`src/sv/gidu_pkg.sv`:
```
`timescale 1ns / 1ps

package gidu_pkg;

  localparam int MaxDigitsDefault = 15;
  localparam int QueueDepth       = 2;
  localparam int SeqWidth         = 32;
  localparam int WorkerWidth      = 10;
  localparam int DigitWidth       = 8;
  localparam int CountWidth       = 4;
  localparam int DivBitsPerCycle  = 8;
  localparam int DivSteps         = SeqWidth / DivBitsPerCycle;

  typedef logic [1:0] cfg_index_t;

  localparam cfg_index_t CfgRadix        = 2'd0;
  localparam cfg_index_t CfgDeviceDigits = 2'd1;
  localparam cfg_index_t CfgTotalDigits  = 2'd2;

  typedef struct packed {
    logic [SeqWidth-1:0]    seq_number;
    logic [WorkerWidth-1:0] worker_id;
    logic [CountWidth-1:0]  gray_cnt;
    logic [CountWidth-1:0]  count;
  } job_t;

  typedef struct packed {
    logic full;
    logic empty;
  } queue_status_t;

endpackage

```
`src/sv/gidu_front.sv`:
```
`timescale 1ns / 1ps

module gidu_front #(
  parameter int MAX_DIGITS = gidu_pkg::MaxDigitsDefault
) (
  input  logic                   in_valid,
  output logic                   in_ready,
  input  logic [31:0]            seq_number,
  input  logic [9:0]             worker_id,
  input  logic [3:0]             device_digits,
  input  logic [3:0]             total_digits,
  input  gidu_pkg::queue_status_t q_status,
  output logic                   push,
  output gidu_pkg::job_t         push_job
);
  import gidu_pkg::*;

  localparam logic [CountWidth-1:0] CntCap =
    (MAX_DIGITS > 15) ? 4'd15 : CountWidth'(MAX_DIGITS);

  logic [CountWidth-1:0] span;

  assign span     = (total_digits > device_digits) ? total_digits : device_digits;
  assign in_ready = !q_status.full;
  // drop transactions that yield no digits
  assign push     = in_valid && in_ready && (span != '0);

  assign push_job.seq_number = seq_number;
  assign push_job.worker_id  = worker_id;
  assign push_job.gray_cnt   = device_digits;
  assign push_job.count      = (span > CntCap) ? CntCap : span;

endmodule

```
`src/sv/gidu_queue.sv`:
```
`timescale 1ns / 1ps

module gidu_queue (
  input  logic                    clk,
  input  logic                    rst,
  input  logic                    push,
  input  gidu_pkg::job_t          push_job,
  input  logic                    pop,
  output gidu_pkg::job_t          head,
  output gidu_pkg::queue_status_t q_status
);
  import gidu_pkg::*;

  localparam int PtrW  = (QueueDepth > 1) ? $clog2(QueueDepth) : 1;
  localparam int FillW = $clog2(QueueDepth + 1);
  localparam logic [PtrW-1:0]  PtrLast = PtrW'(QueueDepth - 1);
  localparam logic [FillW-1:0] FillMax = FillW'(QueueDepth);

  job_t             mem [QueueDepth];
  logic [PtrW-1:0]  wr_ptr;
  logic [PtrW-1:0]  rd_ptr;
  logic [FillW-1:0] fill;

  always_ff @(posedge clk) begin
    if (push) begin
      mem[wr_ptr] <= push_job;
    end
  end

  always_ff @(posedge clk) begin
    if (rst) begin
      wr_ptr <= '0;
      rd_ptr <= '0;
      fill   <= '0;
    end else begin
      if (push) begin
        wr_ptr <= (wr_ptr == PtrLast) ? '0 : wr_ptr + 1'b1;
      end
      if (pop) begin
        rd_ptr <= (rd_ptr == PtrLast) ? '0 : rd_ptr + 1'b1;
      end
      if (push && !pop) begin
        fill <= fill + 1'b1;
      end else if (pop && !push) begin
        fill <= fill - 1'b1;
      end
    end
  end

  assign head           = mem[rd_ptr];
  assign q_status.full  = (fill == FillMax);
  assign q_status.empty = (fill == '0);

endmodule

```
`src/sv/gidu_back.sv`:
```
`timescale 1ns / 1ps

module gidu_back (
  input  logic                    clk,
  input  logic                    rst,
  input  logic [7:0]              radix,
  input  gidu_pkg::queue_status_t q_status,
  input  gidu_pkg::job_t          head,
  output logic                    pop,
  output logic                    out_valid,
  input  logic                    out_ready,
  output logic [7:0]              digit_value,
  output logic [3:0]              digit_position,
  output logic                    last_digit
);
  import gidu_pkg::*;

  localparam int StepW = (DivSteps > 1) ? $clog2(DivSteps) : 1;
  localparam logic [StepW-1:0] StepLast = StepW'(DivSteps - 1);

  typedef enum logic {Idle, Run} state_t;

  state_t                 state;
  logic [SeqWidth-1:0]    num;
  logic [DigitWidth-1:0]  rem;
  logic [StepW-1:0]       step;
  logic [CountWidth-1:0]  k;
  logic [CountWidth-1:0]  gray_cnt;
  logic [CountWidth-1:0]  count;
  logic [WorkerWidth-1:0] wid;

  logic [DigitWidth-1:0]  base;
  logic [SeqWidth-1:0]    num_div;
  logic [DigitWidth-1:0]  rem_div;
  logic [DigitWidth-1:0]  digit;
  logic [CountWidth-1:0]  k_inc;
  logic [SeqWidth-1:0]    num_load;
  logic [SeqWidth-1:0]    num_cont;
  logic                   in_gray;
  logic                   fin;
  logic                   advance;
  logic                   last;

  assign base = (radix == '0) ? 8'd1 : radix;

  // restoring division, DivBitsPerCycle quotient bits per cycle
  always_comb begin
    logic [DigitWidth:0]   r9;
    logic [DigitWidth-1:0] r;
    logic [SeqWidth-1:0]   n;
    r = rem;
    n = num;
    for (int i = 0; i < DivBitsPerCycle; i++) begin
      r9 = {r, n[SeqWidth-1]};
      if (r9 >= {1'b0, base}) begin
        r = DigitWidth'(r9 - {1'b0, base});
        n = {n[SeqWidth-2:0], 1'b1};
      end else begin
        r = r9[DigitWidth-1:0];
        n = {n[SeqWidth-2:0], 1'b0};
      end
    end
    num_div = n;
    rem_div = r;
  end

  assign in_gray = (k < gray_cnt);
  assign digit   = (in_gray && num_div[0]) ? (base - rem_div - 8'd1) : rem_div;
  assign k_inc   = k + 1'b1;
  assign last    = (k_inc == count);
  assign fin     = (state == Run) && (step == StepLast);
  assign advance = fin && (!out_valid || out_ready);
  assign pop     = !q_status.empty && ((state == Idle) || (advance && last));

  assign num_load = (head.gray_cnt != '0) ? head.seq_number
                                          : {{(SeqWidth-WorkerWidth){1'b0}}, head.worker_id};
  assign num_cont = (!in_gray || (k_inc < gray_cnt)) ? num_div
                                                     : {{(SeqWidth-WorkerWidth){1'b0}}, wid};

  always_ff @(posedge clk) begin
    if (rst) begin
      state     <= Idle;
      out_valid <= 1'b0;
      step      <= '0;
    end else begin
      if (out_valid && out_ready && !advance) begin
        out_valid <= 1'b0;
      end
      if (pop) begin
        state    <= Run;
        num      <= num_load;
        rem      <= '0;
        step     <= '0;
        k        <= '0;
        gray_cnt <= head.gray_cnt;
        count    <= head.count;
        wid      <= head.worker_id;
      end
      case (state)
        Idle: begin
        end
        Run: begin
          if (!fin) begin
            num  <= num_div;
            rem  <= rem_div;
            step <= step + 1'b1;
          end else if (advance) begin
            out_valid      <= 1'b1;
            digit_value    <= digit;
            digit_position <= k;
            last_digit     <= last;
            if (!last) begin
              k    <= k_inc;
              num  <= num_cont;
              rem  <= '0;
              step <= '0;
            end else if (!pop) begin
              state <= Idle;
            end
          end
        end
        default: state <= Idle;
      endcase
    end
  end

  a_pos_in_range: assert property (@(posedge clk) disable iff (rst)
    (state == Run) |-> (k < count))
    else $error("digit index beyond digit count");

  a_no_early_exit: assert property (@(posedge clk) disable iff (rst)
    (state == Run && step != StepLast) |=> (state == Run))
    else $error("left run state in the middle of a division");

  a_pop_when_free: assert property (@(posedge clk) disable iff (rst)
    pop |-> (state == Idle) || (advance && last))
    else $error("queue popped while a transaction is in flight");

endmodule

```
`src/sv/mixed_radix_gray_index_decode_unit.sv`:
```
`timescale 1ns / 1ps

// Splits each input transaction (seq_number, worker_id) into one output
// transaction per digit: device_digits reflected mixed-radix Gray digits of
// seq_number, then the remaining plain base-radix digits of worker_id, least
// significant first, with last_digit on the final one. Each digit comes from
// the shared restoring divider, eight quotient bits a cycle over a 32-bit
// dividend unless a finished digit is held back by a stalled output. A
// two-entry queue between the front end and the digit sequencer lets new
// inputs be taken while digits are produced and while a digit waits in the
// output register. An item whose digit count is zero is accepted but
// produces no output. Write configuration only while the unit is idle.
module mixed_radix_gray_index_decode_unit #(
  parameter int MAX_DIGITS = gidu_pkg::MaxDigitsDefault
) (
  input  logic                 clk,
  input  logic                 rst,
  input  logic                 cfg_wr_en,
  input  gidu_pkg::cfg_index_t cfg_index,
  input  logic [7:0]           cfg_data,
  input  logic                 in_valid,
  output logic                 in_ready,
  input  logic [31:0]          seq_number,
  input  logic [9:0]           worker_id,
  output logic                 out_valid,
  input  logic                 out_ready,
  output logic [7:0]           digit_value,
  output logic [3:0]           digit_position,
  output logic                 last_digit
);
  import gidu_pkg::*;

  logic [7:0]    radix;
  logic [3:0]    device_digits;
  logic [3:0]    total_digits;
  logic          push;
  logic          pop;
  job_t          push_job;
  job_t          head;
  queue_status_t q_status;

  always_ff @(posedge clk) begin
    if (rst) begin
      radix         <= 8'd26;
      device_digits <= 4'd7;
      total_digits  <= 4'd8;
    end else if (cfg_wr_en) begin
      case (cfg_index)
        CfgRadix:        radix         <= cfg_data;
        CfgDeviceDigits: device_digits <= cfg_data[3:0];
        CfgTotalDigits:  total_digits  <= cfg_data[3:0];
        default: begin
        end
      endcase
    end
  end

  gidu_front #(
    .MAX_DIGITS(MAX_DIGITS)
  ) u_front (
    .in_valid     (in_valid),
    .in_ready     (in_ready),
    .seq_number   (seq_number),
    .worker_id    (worker_id),
    .device_digits(device_digits),
    .total_digits (total_digits),
    .q_status     (q_status),
    .push         (push),
    .push_job     (push_job)
  );

  gidu_queue u_queue (
    .clk     (clk),
    .rst     (rst),
    .push    (push),
    .push_job(push_job),
    .pop     (pop),
    .head    (head),
    .q_status(q_status)
  );

  gidu_back u_back (
    .clk           (clk),
    .rst           (rst),
    .radix         (radix),
    .q_status      (q_status),
    .head          (head),
    .pop           (pop),
    .out_valid     (out_valid),
    .out_ready     (out_ready),
    .digit_value   (digit_value),
    .digit_position(digit_position),
    .last_digit    (last_digit)
  );

endmodule

```
`config.mk`:
```
export PLATFORM = sky130hd
export DESIGN_NAME = mixed_radix_gray_index_decode_unit
export DESIGN_NICKNAME = d
export VERILOG_FILES = /design/src/sv/gidu_pkg.sv /design/src/sv/gidu_front.sv /design/src/sv/gidu_queue.sv /design/src/sv/gidu_back.sv /design/src/sv/mixed_radix_gray_index_decode_unit.sv
export SDC_FILE = /design/constraint.sdc
export NUM_CORES = 1
export LEC_CHECK = 0
export ABC_AREA = 0
export BUFFER_PORTS_ARGS = -buffer_cell sky130_fd_sc_hd__buf_2
export CAP_MARGIN = 20
export CORE_AREA = 2 2 190 192
export DETAILED_ROUTE_END_ITERATION = 6
export DIE_AREA = 0 0 192 194
export PLACE_DENSITY = 0.58
export SYNTH_ARGS = -nofsm -noshare
export SYNTH_HDL_FRONTEND = slang
export SYNTH_SLANG_ARGS = --single-unit
```
`constraint.sdc`:
```
create_clock -name clk -period 24.3 [get_ports clk]
set_input_delay 4.86 -clock clk [delete_from_list [all_inputs] [get_ports clk]]
set_output_delay 4.86 -clock clk [all_outputs]
set_load 0.02 [all_outputs]
```
---- Yosys cells after proc, flatten, opt, wreduce, memory -nomap -nowiden ----
Memory sizes are Yosys's and may differ from the RTL's. A register that Yosys moved wholly into a read port is not among the register bits.
Index checks and enable logic that the tools add are counted.
word-level totals
  bits in writable memories ............... 100
  memories kept ........................... 1
  input port bits ......................... 57
  bits in registers ....................... 99
  word-level logic and storage cells ...... 146
memory list
  name         words  width  rd ports  clocked after memory_dff  wr ports  RTL line          source
  u_queue.mem  2      50     1         1                         1         gidu_queue.sv:19  job_t mem [QueueDepth];
operators by class
  multiplexer cells ....................... 60
  magnitude comparators ................... 12
  reduce and logical (&&, ||, !) cells .... 32
  $add $sub $neg .......................... 16
  eq/ne operators ......................... 5
  bitwise operators ....................... 2
operators with widths
  cell                                                   number
  2-to-1 mux 32 bit                                      7
  2-to-1 mux 8 bit                                       15
  >= comparator 9 x 8 -> 1 bit                           8
  subtractor 8 bit                                       9
  2-to-1 mux 4 bit                                       7
  2-to-1 mux 1 bit                                       24
  2-to-1 mux 2 bit                                       7
  logical AND 1 bit                                      11
  zero test 8 bit                                        1
  < comparator 4 bit                                     2
  AND reduction 2 bit                                    4
  nonzero test 4 bit                                     2
  subtractor 8 x 1 -> 8 bit (second input constant)      1
  zero test 1 bit                                        7
  equality test 2 bit (second input constant)            3
  adder 2 x 1 -> 2 bit (second input constant)           2
  adder 4 x 1 -> 4 bit (second input constant)           1
  equality test 4 bit                                    1
  greater-than comparator 4 bit                          1
  greater-than comparator 4 bit (second input constant)  1
  zero test 2 bit                                        2
  AND reduction 4 bit                                    1
  logical OR 1 bit                                       3
  adder 1 bit (second input constant)                    2
  other kinds (4)                                        5

---- Depth between registers and ports, before layout ----
  depth after elaboration ................. 23
  mapped depth ............................ 106
  depth with buffers taken out ............ 100

---- Hierarchy ----
A second synthesis with hierarchy kept.
second synthesis, totals
  cells, all modules ...................... 1106
  area total of the unflattened synthesis .. 12430.7 um2
by module, submodules not included
  module                              cells each  area each (um2)  instances
  gidu_back                           790         7403.4           1
  gidu_queue                          178         3803.6           1
  mixed_radix_gray_index_decode_unit  70          695.7            1
  gidu_front                          68          528.0            1

---- Worst setup path after synthesis ----
OpenSTA, ideal clock, no wires.
  path type ............................... flip-flop to flip-flop
  start ................................... register radix[5]
  end ..................................... register u_back.digit_value[7], data pin
  required time ........................... 24035 ps
  library setup time ...................... 265 ps
  arrival time ............................ 19139 ps
  cell stages (with the launch flop) ...... 100
  clock period less this slack ............ 19404 ps
  setup slack ............................. 4896 ps
  path through ............................ dfxtp_1 > nor4_1 > a41o_1 > ha_1 > nand2b_1 > a21o_1 > a211o_1 > buf_6 > o21ai_0 > inv_1 > ha_1 > nor2b_1 > o31a_1 > o41ai_2 > a21bo_2 > nand3_2 > o21ai_0 > inv_1 > (+64 left out) > a21o_1 > a21oi_1 > o21ai_0 > a221oi_4 > nand2_2 > clkbuf_1 > mux2i_1 > inv_1 > ha_1 > a21o_1 > a21oi_1 > nor2b_1 > and4_1 > a2111oi_2 > nand2_1 > o211ai_1 > mux2i_1 > xor2_1
on the way
  longest elaborated chain between the ends .. 21
ends and longest elaborated chain
  what                                                                     RTL line                                  source
  start, declared                                                          mixed_radix_gray_index_decode_unit.sv:33  logic [7:0] radix;
  start signal, assigned                                                   mixed_radix_gray_index_decode_unit.sv:49  CfgRadix: radix <= cfg_data;
  zero test 8 bit                                                          gidu_back.sv:44                           assign base = (radix == '0) ? 8'd1 : radix;
  2-to-1 mux 8 bit (*)                                                     gidu_back.sv:44
  subtractor 8 bit / >= comparator 9 x 8 -> 1 bit (equally long branches)  gidu_back.sv:56, gidu_back.sv:55
  2-to-1 mux 8 bit                                                         gidu_back.sv:55                           if (r9 >= {1'b0, base}) begin
  subtractor 8 bit / >= comparator 9 x 8 -> 1 bit (equally long branches)  gidu_back.sv:56, gidu_back.sv:55
  2-to-1 mux 8 bit                                                         gidu_back.sv:55
  subtractor 8 bit / >= comparator 9 x 8 -> 1 bit (equally long branches)  gidu_back.sv:56, gidu_back.sv:55
  2-to-1 mux 8 bit                                                         gidu_back.sv:55
  (+6 left out)                                                            n/a
  subtractor 8 bit / >= comparator 9 x 8 -> 1 bit (equally long branches)  gidu_back.sv:56, gidu_back.sv:55
  2-to-1 mux 8 bit                                                         gidu_back.sv:55
  subtractor 8 bit / >= comparator 9 x 8 -> 1 bit (equally long branches)  gidu_back.sv:56, gidu_back.sv:55
  2-to-1 mux 8 bit                                                         gidu_back.sv:55
  subtractor 8 bit                                                         gidu_back.sv:68                           assign digit = (in_gray && num_div[0]) ? (base - rem_div - 8'd1) : rem_div;
  subtractor 8 x 1 -> 8 bit                                                gidu_back.sv:68
  2-to-1 mux 8 bit (*)                                                     gidu_back.sv:68
  named net u_back.digit[7]                                                gidu_back.sv:35                           logic [DigitWidth-1:0] digit;
  end signal, assigned                                                     gidu_back.sv:109                          digit_value <= digit;
  end, declared                                                            gidu_back.sv:12                           output logic [7:0] digit_value,
The timed path passes the listed nets; every way through them passes the cells marked *.
A chain may end at the register's enable or synchronous reset.

---- Worst setup path in the final report ----
  start ................................... register radix[1]
  end ..................................... register u_back.digit_value[7], data pin
Same word-level chain as after synthesis.

==> results.json <==
{
  "cp_slowest_cell": "dfxtp_2",
  "synth_seq_area_share_pct": 47.1,
  "slew_violations": 0,
  "drt-total-wl_um": 29500,
  "hpwlAfterDp_um": 21800,
  "cts_made_buffers": 17,
  "rr_startpoint": "radix[1]",
  "status": "completed",
  "multi_input_area_sq_um": 6090,
  "ant_nets": 0,
  "report.final.setup_viol": 0,
  "fmax_mhz": 45.4,
  "pin_count": 72,
  "start_util_pct": 34.7,
  "drt_drc_violations_left": 0,
  "critical_path.max_fanout": 15,
  "min_path_type": "flip-flop to flip-flop",
  "worst_path_most_repeated_cell": "o21ai_0",
  "netlist_instances": 1150,
  "grt_overflow_total": 0,
  "fp.coreArea_sq_um": 35200,
  "insertedDiodeCount": 0,
  "die_area_sq_um": 37200,
  "n_fill_cell": 3444,
  "synth_top_cell_by_area": "edfxtp_1",
  "first_iter_violations": 600,
  "numPortBuffers": 71,
  "crit_required_ns": 24.49,
  "crit_cells": 93,
  "die_w_um": 192,
  "async_flop_share_pct": 0,
  "seq_area_sq_um": 5760,
  "crit_path_max_incr_delay_ns": 0.57,
  "wl_met3_um": 1170,
  "start_kind": "flip-flop",
  "r2r_cells": 93,
  "syn_area_sq_um": 12200,
  "vias": 8820,
  "vias_per_cell": 5.24,
  "drive_above_1_share_pct": 15.4,
  "synth.area.top_cells": "edfxtp_1 (43%), ha_1 (8.4%), mux2i_1 (5.2%)",
  "slew_headroom_pct": 32.8,
  "finalCritPeriodShare_pct": 90.6,
  "syn-num-nets": 1298,
  "grt_pass1_vias": 8550,
  "synth_edf_count": 175,
  "rows": 69,
  "clk_path_buf_depth": 2,
  "tns_ns": 0,
  "synth_most_common_cell": "edfxtp_1",
  "dr_wl_met2_um": 14000,
  "globalplace.congestion": 0.895,
  "grt_first_pass_wirelength_um": 46700,
  "topRoutingLayerUsed": "met4",
  "synth_cell_type_count": 77,
  "timing.rr.end": "u_back.digit_value[7]",
  "cts-htree-levels": 4,
  "cp_top_family": "compound AO/OA/AOI/OAI gates",
  "tightest_slew_ns": 1.01,
  "syn_area_per_cell_sq_um": 10.6,
  "crit_path_start": "radix[1]",
  "crit_type": "flip-flop to flip-flop",
  "synth_seq_cells": 200,
  "final_nets": 1357,
  "cts-root-buf": "clkbuf_16",
  "cts_tree": "built",
  "dr.pass1.iters": 5,
  "grt_max_degree": 62,
  "worst_setup_path_end_kind": "flip-flop",
  "cts_hold_buf": 0,
  "period_minus_slack_ns": 22.02,
  "crit_path_end": "u_back.digit_value[7]",
  "hold_viol": 0,
  "synth_top_area_share_pct": 43.0,
  "ys.warnings.count": 0,
  "post_drt_wl_per_cell_um": 17.5,
  "synth-main-ff-cell": "edfxtp_1",
  "antenna_found_initial": 0,
  "syn2layout_area_growth_pct": 12.3,
  "clkLatencyLatePin_ns": 0.45,
  "track_usage_pct": 16.1,
  "synth.top_cells.by_count": "edfxtp_1 (175), nor2_1 (96), a21oi_1 (95)",
  "die_h_um": 194,
  "r2r_slack_ns": 2.28,
  "rsz0062_at_grt": "false",
  "met1_length_um": 13600,
  "cp_data_arrival_time_ns": 22.22,
  "drv_cap": 0,
  "skew_ns": 0.00870,
  "path_clk_slew_ns": 0.08,
  "path_buf_inv": 9,
  "clock_sinks": 200
}
-- repair_timing --
| action | CTS | global route |
|---|---|---|
| endpoints found under the setup margin | 0 | 4 |
| setup buffers | 0 | 0 |
| hold endpoints to repair | 0 | 0 |
| resized for setup | 0 | 4 |
-- layout by cell type, fill, tap and decap left out, types with 7 or more instances in the layout --
master / Yosys / final
mux2_2: 41 / 41
nor3_1: 29 / 29
nand2_1: 72 / 72
fa_1: 9 / 9
mux2i_1: 64 / 64
nor2b_1: 20 / 20
edfxtp_1: 175 / 175
xnor2_1: 30 / 30
nand4_1: 11 / 11
ha_1: 82 / 82
nand3_1: 17 / 17
xor2_1: 19 / 19
clkbuf_16: 0 / 17
nor2_1: 96 / 94
buf_2: 3 / 71
nand2b_1: 19 / 19
a21o_1: 16 / 16
inv_1: 62 / 62
o22ai_1: 21 / 21
a21oi_1: 95 / 95
o211ai_1: 7 / 7
dfxtp_1: 25 / 22
or3_1: 7 / 7
o21ai_1: 7 / 8
o21ai_0: 79 / 77
buf_4: 0 / 13
-- layer usage --
| layer | vias to the layer above | global-route usage, % |
|---|---|---|
| met5 | - | 0 |
| met4 | 0 | 6.19 |
| met3 | 42 | 2.50 |
| met2 | 173 | 25.9 |
| met1 | 4218 | 21.9 |
| li1 | 4387 | - |
-- kinds of logic (layout without fill, tap and decap cells) --
group,after synthesis,after routing,synth area share (%)
compound gates,287,287,14.5
xor+xnor,49,49,3.51
fa+ha+maj,93,93,10.0
buf+inv,107,179,3.44
flops,200,200,47.1
mux,107,107,9.25
simple gates,307,307,12.1
-- metrics by stage --
step | utilization [%] | cells | instance area, sq um | hold slack [ns] | setup WS, ns
2_1_floorplan | - | 1150 | 12200 | 0.442 | 4.90
4_1_cts | 38.9 | 1683 | 13700 | 0.495 | 1.42
3_3_place_gp | 37.2 | 1651 | 13100 | 0.459 | 2.26
3_5_place_dp | 37.2 | 1651 | 13100 | 0.477 | 1.53
5_1_grt | 39.0 | 1683 | 13700 | 0.519 | 0.0804
6_report | 39.0 | 1683 | 13700 | 0.495 | 2.28
-- how the worst min path moves through the flow --
stage | end | from | cells after the start
2_1_floorplan | u_queue.mem[0][5] | device_digits[1] | 0
3_3_place_gp | u_queue.mem[1][5] | device_digits[1] | 0
3_5_place_dp | u_queue.mem[1][6] | device_digits[2] | 0
4_1_cts | u_queue.mem[1][6] | device_digits[2] | 0
5_1_grt | u_queue.mem[1][6] | device_digits[2] | 0
6_report | u_queue.mem[1][6] | device_digits[2] | 0
-- area by class of cell --
| type | instances | share of cell area, % |
|---|---|---|
| multi-input combinational | 843 | 44.4 |
| sequential | 200 | 42.0 |
| tap | 461 | 4.20 |
| timing repair buffer | 84 | 3.30 |
| clock buffer | 17 | 3.10 |
| inverter | 63 | 1.72 |
| clock inverter | 15 | 1.36 |
-- sequential cells by signal, indices dropped and copies added (netlist names), named ones only --
register,cells
u_back.gray_cnt,4
u_queue.wr_ptr,1
u_back.wid,10
device_digits,4
total_digits,4
radix,8
u_back.digit_position,4
u_back.digit_value,8
u_back.step,2
u_back.state,1
u_back.num,32
u_back.out_valid,1
u_back.k,4
u_back.count,4
u_queue.fill,2
u_back.rem,8
u_queue.mem,100
u_back.last_digit,1
u_queue.rd_ptr,1
-- worst register-to-register path: cells and delay by family, from the launching register on --
family / cells / cell delay (ns)
simple gates: 18 / 3.10
flops: 1 / 0.57
compound gates: 54 / 13.77
buf+inv: 9 / 1.09
xor+xnor: 1 / 0.08
fa+ha+maj: 9 / 2.68
mux: 2 / 0.48
Power is not shown: default switching activity piles up to over one toggle a cycle in this logic, so the estimate is an artifact.
